`config.mk`:
```
export PLATFORM = sky130hd
export DESIGN_NAME = char_lcd_nibble_writer
export DESIGN_NICKNAME = d
export VERILOG_FILES = /design/src/rtl/core/clnw_pkg.sv /design/src/rtl/core/clnw_front.sv /design/src/rtl/core/clnw_queue.sv /design/src/rtl/core/clnw_back.sv /design/src/rtl/core/char_lcd_nibble_writer.sv
export SDC_FILE = /design/constraint.sdc
export NUM_CORES = 1
export LEC_CHECK = 0
export BUFFER_PORTS_ARGS = -buffer_cell sky130_fd_sc_hd__buf_2
export CORE_ASPECT_RATIO = 1.4
export CORE_MARGIN = 2
export CORE_UTILIZATION = 52
export DETAILED_ROUTE_END_ITERATION = 8
export PLACE_DENSITY = 0.81
export SLEW_MARGIN = 30
export SYNTH_ARGS = -nofsm -noshare
export SYNTH_HDL_FRONTEND = slang
export SYNTH_SLANG_ARGS = --single-unit
```
`constraint.sdc`:
```
create_clock -name clk -period 2.24 [get_ports clk]
set_input_delay 0 -clock clk [delete_from_list [all_inputs] [get_ports clk]]
set_output_delay 0 -clock clk [all_outputs]
set_load 0.05 [all_outputs]
```
`src/rtl/core/clnw_pkg.sv`:
```
// ----------------------------------------------------------------------------
// clnw_pkg
// Types and constants shared by the character LCD nibble writer.
// ----------------------------------------------------------------------------
package clnw_pkg;

    typedef enum logic [1:0] {
        REQ_WRITE = 2'd0,
        REQ_SETPOS = 2'd1,
        REQ_CLEAR = 2'd2,
        REQ_INIT = 2'd3
    } req_kind_t;

    // request transaction on the input side
    typedef struct packed {
        logic [1:0] req_type;
        logic [7:0] data_byte;
        logic       register_select;
        logic [4:0] column;
        logic [1:0] row;
    } req_item_t;

    // nibble transfer on the output side
    typedef struct packed {
        logic        rs_level;
        logic [3:0]  nibble;
        logic [13:0] pre_wait_us;
        logic [11:0] post_wait_us;
        logic        last;
    } xfer_item_t;

    // decoded command held in the queue between front and back
    typedef struct packed {
        req_kind_t  kind;
        logic [7:0] cmd_byte;
        logic       rs;
    } cmd_t;

    localparam logic [7:0] CMD_FUNC_SET = 8'h28;
    localparam logic [7:0] CMD_DISP_ON = 8'h0C;
    localparam logic [7:0] CMD_ENTRY_MODE = 8'h06;
    localparam logic [7:0] CMD_CLEAR = 8'h01;
    localparam logic [3:0] NIB_WAKE = 4'h3;
    localparam logic [3:0] NIB_4BIT = 4'h2;

    localparam logic [5:0] ROW_WRAP_COLS = 6'd20;

    localparam logic [13:0] WAIT_POWERUP_US = 14'd15000;
    localparam logic [11:0] WAIT_WAKE1_US = 12'd4000;
    localparam logic [11:0] WAIT_WAKE2_US = 12'd100;
    localparam logic [11:0] WAIT_CMD_US = 12'd1000;
    localparam logic [11:0] WAIT_CLEAR_US = 12'd1500;

endpackage

```
`src/rtl/core/clnw_front.sv`:
```
// ----------------------------------------------------------------------------
// clnw_front
// Accepts requests, tracks the held RS level and decodes each request into
// one command for the queue.
// ----------------------------------------------------------------------------
module clnw_front
    import clnw_pkg::*;
(
    input  logic      clk,
    input  logic      rst_n,
    input  logic      req_valid,
    output logic      req_stall,
    input  req_item_t req,
    input  logic      q_full,
    output logic      q_push,
    output cmd_t      q_cmd
);

    logic       rs_held_reg;
    logic       rs_held_next;
    logic [5:0] col_eff;
    logic       row_eff;
    req_kind_t  kind;

    assign req_stall = q_full;
    assign q_push = req_valid && !q_full;
    assign kind = req_kind_t'(req.req_type);

    // rows 2 and 3 continue rows 0 and 1 twenty columns on
    assign col_eff = req.row[1] ? ({1'b0, req.column} + ROW_WRAP_COLS) : {1'b0, req.column};
    assign row_eff = req.row[0];

    always_comb
    begin
        q_cmd.kind = kind;
        q_cmd.cmd_byte = CMD_CLEAR;
        q_cmd.rs = 1'b0;
        unique case (kind)
            REQ_WRITE:
            begin
                q_cmd.cmd_byte = req.data_byte;
                q_cmd.rs = req.register_select;
            end
            REQ_SETPOS:
            begin
                // col_eff stays below 64, so 0x40*row + col is a plain concat
                q_cmd.cmd_byte = {1'b1, row_eff, col_eff};
            end
            REQ_CLEAR:
            begin
                q_cmd.cmd_byte = CMD_CLEAR;
            end
            REQ_INIT:
            begin
                q_cmd.rs = rs_held_reg;
            end
            default:
            begin
                q_cmd.cmd_byte = CMD_CLEAR;
            end
        endcase
    end

    always_comb
    begin
        rs_held_next = rs_held_reg;
        if (q_push)
        begin
            rs_held_next = (kind == REQ_WRITE) ? req.register_select : 1'b0;
        end
    end

    always_ff @(posedge clk or negedge rst_n)
    begin
        if (!rst_n)
        begin
            rs_held_reg <= 1'b0;
        end
        else
        begin
            rs_held_reg <= rs_held_next;
        end
    end

endmodule

```
`src/rtl/core/clnw_queue.sv`:
```
// ----------------------------------------------------------------------------
// clnw_queue
// Small command FIFO between the front and back halves.
// ----------------------------------------------------------------------------
module clnw_queue
    import clnw_pkg::*;
#(
    parameter int DEPTH = 4
)
(
    input  logic clk,
    input  logic rst_n,
    input  logic push,
    input  cmd_t push_cmd,
    output logic full,
    input  logic pop,
    output logic empty,
    output cmd_t head
);

    localparam int AW = (DEPTH > 1) ? $clog2(DEPTH) : 1;
    localparam int CW = $clog2(DEPTH + 1);
    localparam logic [AW-1:0] PTR_LAST = AW'(DEPTH - 1);
    localparam logic [CW-1:0] CNT_FULL = CW'(DEPTH);

    cmd_t          mem_reg [DEPTH];
    logic [AW-1:0] wr_ptr_reg, wr_ptr_next;
    logic [AW-1:0] rd_ptr_reg, rd_ptr_next;
    logic [CW-1:0] count_reg, count_next;
    logic          do_push;
    logic          do_pop;

    assign full = (count_reg == CNT_FULL);
    assign empty = (count_reg == '0);
    assign head = mem_reg[rd_ptr_reg];
    assign do_push = push && !full;
    assign do_pop = pop && !empty;

    always_comb
    begin
        wr_ptr_next = wr_ptr_reg;
        rd_ptr_next = rd_ptr_reg;
        count_next = count_reg;
        if (do_push)
        begin
            wr_ptr_next = (wr_ptr_reg == PTR_LAST) ? '0 : wr_ptr_reg + 1'b1;
        end
        if (do_pop)
        begin
            rd_ptr_next = (rd_ptr_reg == PTR_LAST) ? '0 : rd_ptr_reg + 1'b1;
        end
        if (do_push && !do_pop)
        begin
            count_next = count_reg + 1'b1;
        end
        else if (do_pop && !do_push)
        begin
            count_next = count_reg - 1'b1;
        end
    end

    always_ff @(posedge clk)
    begin
        if (do_push)
        begin
            mem_reg[wr_ptr_reg] <= push_cmd;
        end
    end

    always_ff @(posedge clk or negedge rst_n)
    begin
        if (!rst_n)
        begin
            wr_ptr_reg <= '0;
            rd_ptr_reg <= '0;
            count_reg <= '0;
        end
        else
        begin
            wr_ptr_reg <= wr_ptr_next;
            rd_ptr_reg <= rd_ptr_next;
            count_reg <= count_next;
        end
    end

endmodule

```
`src/rtl/core/clnw_back.sv`:
```
// ----------------------------------------------------------------------------
// clnw_back
// Sequencer that turns each queued command into its nibble transfers and
// drives the registered output.
// ----------------------------------------------------------------------------
module clnw_back
    import clnw_pkg::*;
(
    input  logic       clk,
    input  logic       rst_n,
    input  logic       q_empty,
    input  cmd_t       q_head,
    output logic       q_pop,
    output logic       xfer_valid,
    input  logic       xfer_stall,
    output xfer_item_t xfer
);

    localparam logic [3:0] STEP_LAST_BYTE = 4'd1;
    localparam logic [3:0] STEP_LAST_INIT = 4'd11;

    logic       active_reg, active_next;
    logic [3:0] step_reg, step_next;
    cmd_t       cmd_reg, cmd_next;
    logic       xfer_valid_reg, xfer_valid_next;
    xfer_item_t xfer_reg;
    cmd_t       cur;
    logic       have_work;
    logic       load;
    logic       step_last;
    xfer_item_t cur_xfer;

    function automatic xfer_item_t xfer_for(cmd_t c, logic [3:0] step);
        xfer_item_t x;
        logic [7:0] b;
        x.rs_level = c.rs;
        x.nibble = step[0] ? c.cmd_byte[3:0] : c.cmd_byte[7:4];
        x.pre_wait_us = '0;
        x.post_wait_us = '0;
        x.last = step[0];
        if (c.kind == REQ_INIT)
        begin
            x.last = (step == STEP_LAST_INIT);
            // wake-up nibbles first, then four full commands at RS low
            case (step)
                4'd0:
                begin
                    x.nibble = NIB_WAKE;
                    x.pre_wait_us = WAIT_POWERUP_US;
                    x.post_wait_us = WAIT_WAKE1_US;
                end
                4'd1:
                begin
                    x.nibble = NIB_WAKE;
                    x.post_wait_us = WAIT_WAKE2_US;
                end
                4'd2:
                begin
                    x.nibble = NIB_WAKE;
                    x.post_wait_us = WAIT_CMD_US;
                end
                4'd3:
                begin
                    x.nibble = NIB_4BIT;
                    x.post_wait_us = WAIT_CMD_US;
                end
                default:
                begin
                    case (step[3:1])
                        3'd2:    b = CMD_FUNC_SET;
                        3'd3:    b = CMD_DISP_ON;
                        3'd4:    b = CMD_ENTRY_MODE;
                        default: b = CMD_CLEAR;
                    endcase
                    x.rs_level = 1'b0;
                    x.nibble = step[0] ? b[3:0] : b[7:4];
                    if (step[0])
                    begin
                        x.post_wait_us = (step == STEP_LAST_INIT) ? WAIT_CLEAR_US : WAIT_CMD_US;
                    end
                end
            endcase
        end
        else if (c.kind == REQ_CLEAR && step[0])
        begin
            x.post_wait_us = WAIT_CLEAR_US;
        end
        return x;
    endfunction

    assign cur = active_reg ? cmd_reg : q_head;
    assign have_work = active_reg || !q_empty;
    assign load = have_work && (!xfer_valid_reg || !xfer_stall);
    assign q_pop = load && !active_reg;
    assign step_last = (cur.kind == REQ_INIT) ? (step_reg == STEP_LAST_INIT)
                                              : (step_reg == STEP_LAST_BYTE);
    assign cur_xfer = xfer_for(cur, step_reg);

    assign xfer_valid = xfer_valid_reg;
    assign xfer = xfer_reg;

    always_comb
    begin
        active_next = active_reg;
        step_next = step_reg;
        cmd_next = cmd_reg;
        xfer_valid_next = xfer_valid_reg;
        if (xfer_valid_reg && !xfer_stall)
        begin
            xfer_valid_next = 1'b0;
        end
        if (load)
        begin
            xfer_valid_next = 1'b1;
            cmd_next = cur;
            if (step_last)
            begin
                active_next = 1'b0;
                step_next = '0;
            end
            else
            begin
                active_next = 1'b1;
                step_next = step_reg + 1'b1;
            end
        end
    end

    always_ff @(posedge clk)
    begin
        cmd_reg <= cmd_next;
        if (load)
        begin
            xfer_reg <= cur_xfer;
        end
    end

    always_ff @(posedge clk or negedge rst_n)
    begin
        if (!rst_n)
        begin
            active_reg <= 1'b0;
            step_reg <= '0;
            xfer_valid_reg <= 1'b0;
        end
        else
        begin
            active_reg <= active_next;
            step_reg <= step_next;
            xfer_valid_reg <= xfer_valid_next;
        end
    end

endmodule

```
`src/rtl/core/char_lcd_nibble_writer.sv`:
```
// The first transfer of a request is registered in the command queue, then in the output register.
// The back sequencer issues one transfer per cycle while the output is not stalled; a request
// gives 2 transfers (write, set position, clear) or 12 transfers (initialise).
// The command queue of QUEUE_DEPTH entries lets requests be taken while transfers stall.
// Reset: asynchronous, active low; queue empty, output invalid, held RS level low.
// ----------------------------------------------------------------------------
// char_lcd_nibble_writer
// Top level: 4-bit character LCD nibble transfer generator.
// ----------------------------------------------------------------------------
module char_lcd_nibble_writer
    import clnw_pkg::*;
#(
    parameter int QUEUE_DEPTH = 4
)
(
    input  logic       clk,
    input  logic       rst_n,
    input  logic       req_valid,
    output logic       req_stall,
    input  req_item_t  req,
    output logic       xfer_valid,
    input  logic       xfer_stall,
    output xfer_item_t xfer
);

    logic q_push;
    cmd_t q_cmd;
    logic q_full;
    logic q_pop;
    logic q_empty;
    cmd_t q_head;

    clnw_front u_front (
        .clk       (clk),
        .rst_n     (rst_n),
        .req_valid (req_valid),
        .req_stall (req_stall),
        .req       (req),
        .q_full    (q_full),
        .q_push    (q_push),
        .q_cmd     (q_cmd)
    );

    clnw_queue #(
        .DEPTH (QUEUE_DEPTH)
    ) u_queue (
        .clk      (clk),
        .rst_n    (rst_n),
        .push     (q_push),
        .push_cmd (q_cmd),
        .full     (q_full),
        .pop      (q_pop),
        .empty    (q_empty),
        .head     (q_head)
    );

    clnw_back u_back (
        .clk        (clk),
        .rst_n      (rst_n),
        .q_empty    (q_empty),
        .q_head     (q_head),
        .q_pop      (q_pop),
        .xfer_valid (xfer_valid),
        .xfer_stall (xfer_stall),
        .xfer       (xfer)
    );

endmodule

```
# Word level (Yosys, flattened, before mapping)
# Memory sizes are Yosys's and may differ from the RTL's.
# Index checks and enable logic that the tools add are counted.
# classes
addsub,6
mul,0
div,0
n_lt_le_gt_ge,0
eq_ne,14
shifts,0
muxes,29
n_bitwise,0
reduce_logical,26
# ops
cell,count
$pmux W12 S3,1
$mux W11,3
$mux W12,2
$mux W19,1
$pmux W6 S3,1
$pmux W8 S2,1
$mux W14,1
$mux W4,3
$eq A2 B2 Y1 const B,5
$logic_and A1 B1 Y1,9
$mux W1,9
$eq A4 B2 Y1 const B,2
$pmux W4 S2,1
$logic_not A1 Y1,7
$add A5 B5 Y6 const B,1
$eq A3 B2 Y1 const B,2
$eq A3 B3 Y1 const B,2
$mux W3,2
$mux W6,1
$add A2 B1 Y2 const B,2
$add A4 B1 Y4 const B,1
$eq A4 B1 Y1 const B,1
$eq A4 B4 Y1 const B,1
$logic_not A4 Y1,1
other kinds (12),15
# word_totals
reg_bits,57
latchBits,0
ram_bits,44
rom_bits,0
output_inout_bits,34
mem_count,1
# mem_list
memory,depth,width,read_ports,rd_clocked_by_memory_dff,write_ports,line_no,text
u_queue.mem_reg,4,11,1,0,1,clnw_queue.sv:26,cmd_t mem_reg [DEPTH];

# Longest topological paths before layout
# depth
word_depth,9
ltp_mapped,9
depth_no_buf,8

# By module
# From an unflattened synthesis, not the netlist that was laid out.
# hier_totals
hier_cells,289
area_unflattened_um2,4135.2
# modules_own_cells
module,n_inst,cells_each,area_each_um2,seq_area_each_um2
clnw_queue,1,94,2028.2,1496.4
clnw_back,1,159,1830.5,960.9
clnw_front,1,36,276.5,25.0

# Worst setup path after synthesis
# OpenSTA, ideal clock, no wires.
# synth_timing
kind,register to register
startpoint,register u_queue.count_reg[0]
endpoint,register u_queue.count_reg[1]
setup_ns,0.125
arrival_time_ns,2.955
path_slack_ns,-0.839
path_stages_with_launch,8
path_cell_list,dfrtp_1 > nor3b_1 > nor2b_1 > clkbuf_1 > ha_1 > inv_1 > fa_1 > mux2_2
# synth_rtl
element,line_no,text
from (decl),clnw_queue.sv:29,"logic [CW-1:0] count_reg, count_next;"
from (signal assigned),clnw_queue.sv:82,count_reg <= count_next;
$eq A3 B3 Y1,clnw_queue.sv:33,assign full = (count_reg == CNT_FULL);
named net req_stall,char_lcd_nibble_writer.sv:19,"output logic req_stall,"
$logic_not A1 Y1,clnw_front.sv:26,assign q_push = req_valid && !q_full;
$logic_and A1 B1 Y1,clnw_front.sv:26,
named net q_push,char_lcd_nibble_writer.sv:26,logic q_push;
$logic_and A1 B1 Y1,clnw_queue.sv:36,assign do_push = push && !full;
$logic_and A1 B1 Y1,clnw_queue.sv:52,if (do_push && !do_pop)
$mux W3,clnw_queue.sv:52,
named net u_queue.count_next[1],clnw_queue.sv:29,
# The timed path passes the listed nets, and every way through them passes these cells. The select of a mux whose other input is x is not followed.
# A chain may end at the register's enable or synchronous reset.

# Worst setup path in the final report
# layout_timing
startpoint,register u_back.xfer_valid_reg (netlist: u_back.xfer_valid)
endpoint,register u_back.step_reg[1]
# layout_via
elab_chain_len,3
# layout_rtl
element,line_no,text
from (decl),clnw_back.sv:25,"logic xfer_valid_reg, xfer_valid_next;"
from (signal assigned),clnw_back.sv:150,xfer_valid_reg <= xfer_valid_next;
$logic_not A1 Y1,clnw_back.sv:93,assign load = have_work && (!xfer_valid_reg || !xfer_stall);
$logic_or A1 B1 Y1,clnw_back.sv:93,
$logic_and A1 B1 Y1,clnw_back.sv:93,
named net u_back.load,clnw_back.sv:29,logic load;
to (signal assigned),clnw_back.sv:149,step_reg <= step_next;
to (decl),clnw_back.sv:23,"logic [3:0] step_reg, step_next;"
# The timed path passes the listed nets, and every way through them passes these cells.

==> flow_summary.toml <==
[synthesis]
synthFlopType = "edfxtp_1"
async_flop_share = 0.165
synth_area_per_cell_um2 = 13.6
postSynthCellCount = 311
synthSimpleGateAreaFrac = 0.0982
synth_adder_area_share = 0.0463
synth-edff-count = 71
netlist_area_um2 = 4220
ys_warn_count = 0
ys_seq_area_frac = 0.589
ys_ff_latch = 85
synth_compound_area_frac = 0.110
yosys.cell_types.count = 56
muxShareOfSynthArea = 0.0864
synthXorXnorAreaFrac = 0.0104
synth_top_family_by_area = "compound AO/OA/AOI/OAI gates"

[grt]
use_met2 = 0.351
overflow = 0
track_usage = 0.197
use_met3 = 0.0319
first_global_vias = 2791
gr-max-usage-layer = "met2"
grt_use_met1 = 0.215
grt_pass1_wl_mm = 13.3
grt_max_degree = 18
antenna_found_initial = 0

[place]
place_ws_ns = 0.0782
place_congestion = 0.944
hpwlAfterDp_mm = 5.71
place_area_um2 = 4510
portBuffers = 46

[power]
ir_drop_mv = 0.591
powerDensity_nw_per_um2 = 1140
p_leak_uw = 0.00190

[clocking]
cts_sinks = 85
cts_tree = "done"
cts_max_path_buffers = 2
clkTransAtPathRegs_ns = 0.08
postCtsSetupRepairBufs = 0
cts-buffers-inserted = 9
cts_root_buf = "clkbuf_8"
clkLatencyLatePin_ns = 0.36
h-tree-depth = 3

[finish]
largest_reg_flops = 44
layout_commonest_cell = "edfxtp_1"
antenna_cells = 0
final_cell_mix = "edfxtp_1 (71), buf_2 (46), nand2_1 (30)"
area_delta_synth_final_pct = 13.2
drive_gt1_frac = 0.261
nets = 404
design_area_um2 = 4770

[flow_run]
cap_violations = 0

[worst_setup_path]
critical_path_class = "reg2reg"
path_max_fanout = 17
cp.arrival_ns = 2.35
cp-end-kind = "flip-flop"
cp-start-kind = "flip-flop"
crit_required_ns = 2.51

[detailed_routing]
firstDrtPassIters = 4
wl_per_cell_um = 17.1
drtIter0Drc = 173
vias_per_cell = 5.75
vias = 2715
wl_mm = 8.07
antenna_left = 0
drc = 0

[timing]
slew_headroom = 0.419
skew_ns = 0.00912
hold_violations = 0
fmax_ghz = 0.481
grt_setup_unrepaired = "false"
period_minus_slack_ns = 2.08
fin_ws_ns = 0.162
layout_worst_path_cycle_share = 0.928
finalMaxSlewViolations = 0
worst_pin_slew_ns = 0.871
finalSetupViolations = 0

[run_status]
status = "complete, no violations"

[floorplanning]
start_util = 0.541
io_pins = 56
dieWidth_um = 80.1
die_height_um = 111
num_rows = 38
core-area_um2 = 7800
die-area_um2 = 8850

[hold_path]
hp-class = "in2reg"
-- critical path, stage by stage (launching register included) --
cell     delay [ns]
dfrtp_1        0.40
and2_1         0.22
nor2_2         0.70
buf_4          0.37
nand2_1        0.08
o32ai_1        0.21
-- through the flow --
stage          total power (µW)  hold WS (ns)  setup TNS, ns  utilization  cells
2_1_floorplan              3950        -0.296         -0.115            -    319
3_3_place_gp               4280       -0.0795              0        0.578    449
3_5_place_dp               4400       -0.0722              0        0.578    449
4_1_cts                    5470        0.0118              0        0.612    472
5_1_grt                    5750        0.0383              0        0.612    472
6_report                   5450        0.0229              0        0.612    472
-- metal layers --
metal / vias to the layer above / share of wire
met5: - / 0
met2: 85 / 0.55
met1: 1343 / 0.37
met3: 20 / 0.047
li1: 1267 / -
met4: 0 / 0.030
-- power by group --
part | internal, µW | total, µW | switching [µW] | leakage (µW)
Sequential | 2160 | 2430 | 277 | 0.000836
Combinational | 766 | 1950 | 1180 | 0.000969
Clock | 514 | 1070 | 553 | 0.0000903
Total | 3440 | 5450 | 2010 | 0.00190
-- cell usage after synthesis, types with 2 or more instances --
library cell	n	area (µm²)
buf_4	16	120
mux2i_1	3	30.0
nand2_1	30	113
mux4_2	3	67.6
o41ai_1	4	35.0
o21ai_0	9	45.0
ha_1	14	175
xor2_1	3	26.3
buf_6	2	22.5
mux2_4	2	30.0
edfxtp_1	71	2130
mux2_2	7	78.8
buf_2	5	25.0
mux4_1	6	158
nand4_1	3	18.8
o31ai_1	6	45.0
a21boi_0	2	15.0
and3_1	4	25.0
xnor2_1	2	17.5
dfrtp_1	14	350
o21a_1	2	15.0
a22oi_1	2	15.0
a22o_1	5	43.8
inv_1	12	45.0
nand2b_1	5	31.3
nand3_1	8	40.0
clkbuf_1	5	18.8
a21o_1	3	22.5
or3_1	5	31.3
a32o_1	2	20.0
o21ai_1	2	10.0
nand3b_1	2	15.0
a21oi_1	13	65.1
nor3_1	3	15.0
a31o_2	2	17.5
a31oi_1	2	12.5
and2_1	5	31.3
nor2_1	9	33.8
-- kinds of logic (layout without fill, tap and decap cells) --
family          Yosys count  after routing
flops                    85             85
simple gates             80             80
compound gates           63             63
buf+inv                  41             94
mux                      21             21
fa+ha+maj                15             15
xor+xnor                  5              5
other cells               1              9
-- cell type report --
class	instances	area, µm²
Fill cell	618	3020
Inverter	12	45.0
Multi-Input combinational cell	193	1530
Clock inverter	6	62.6
Timing Repair Buffer	66	398
Sequential cell	85	2480
Tap cell	100	125
Clock buffer	10	128
-- final timing paths --
| path | startpoint | endpoint | slack [ns] | cells after the start |
|---|---|---|---|---|
| worst max-delay path | u_back.xfer_valid | u_back.step_reg[1] | 0.16 | 5 |
| worst min-delay path | req[12] | u_queue.mem_reg[1][5] | 0.02 | 2 |
| worst max register to register | u_back.xfer_valid | u_back.step_reg[1] | 0.16 | 5 |
| worst min register to register | u_front.rs_held_reg | u_front.rs_held_reg | 0.55 | 2 |
| max in group asynchronous | rst_n | u_queue.count_reg[1] | 1.90 | 2 |
| min in group asynchronous | rst_n | u_back.step_reg[1] | 0.07 | 2 |
-- what timing repair did --
item,4_1_cts,5_1_grt
setup endpoints to repair,0,5
hold buffers,7,0
endpoints found under the hold margin,31,0
gates resized for setup,0,2
No activity file was read; power rests on OpenSTA's default activity.
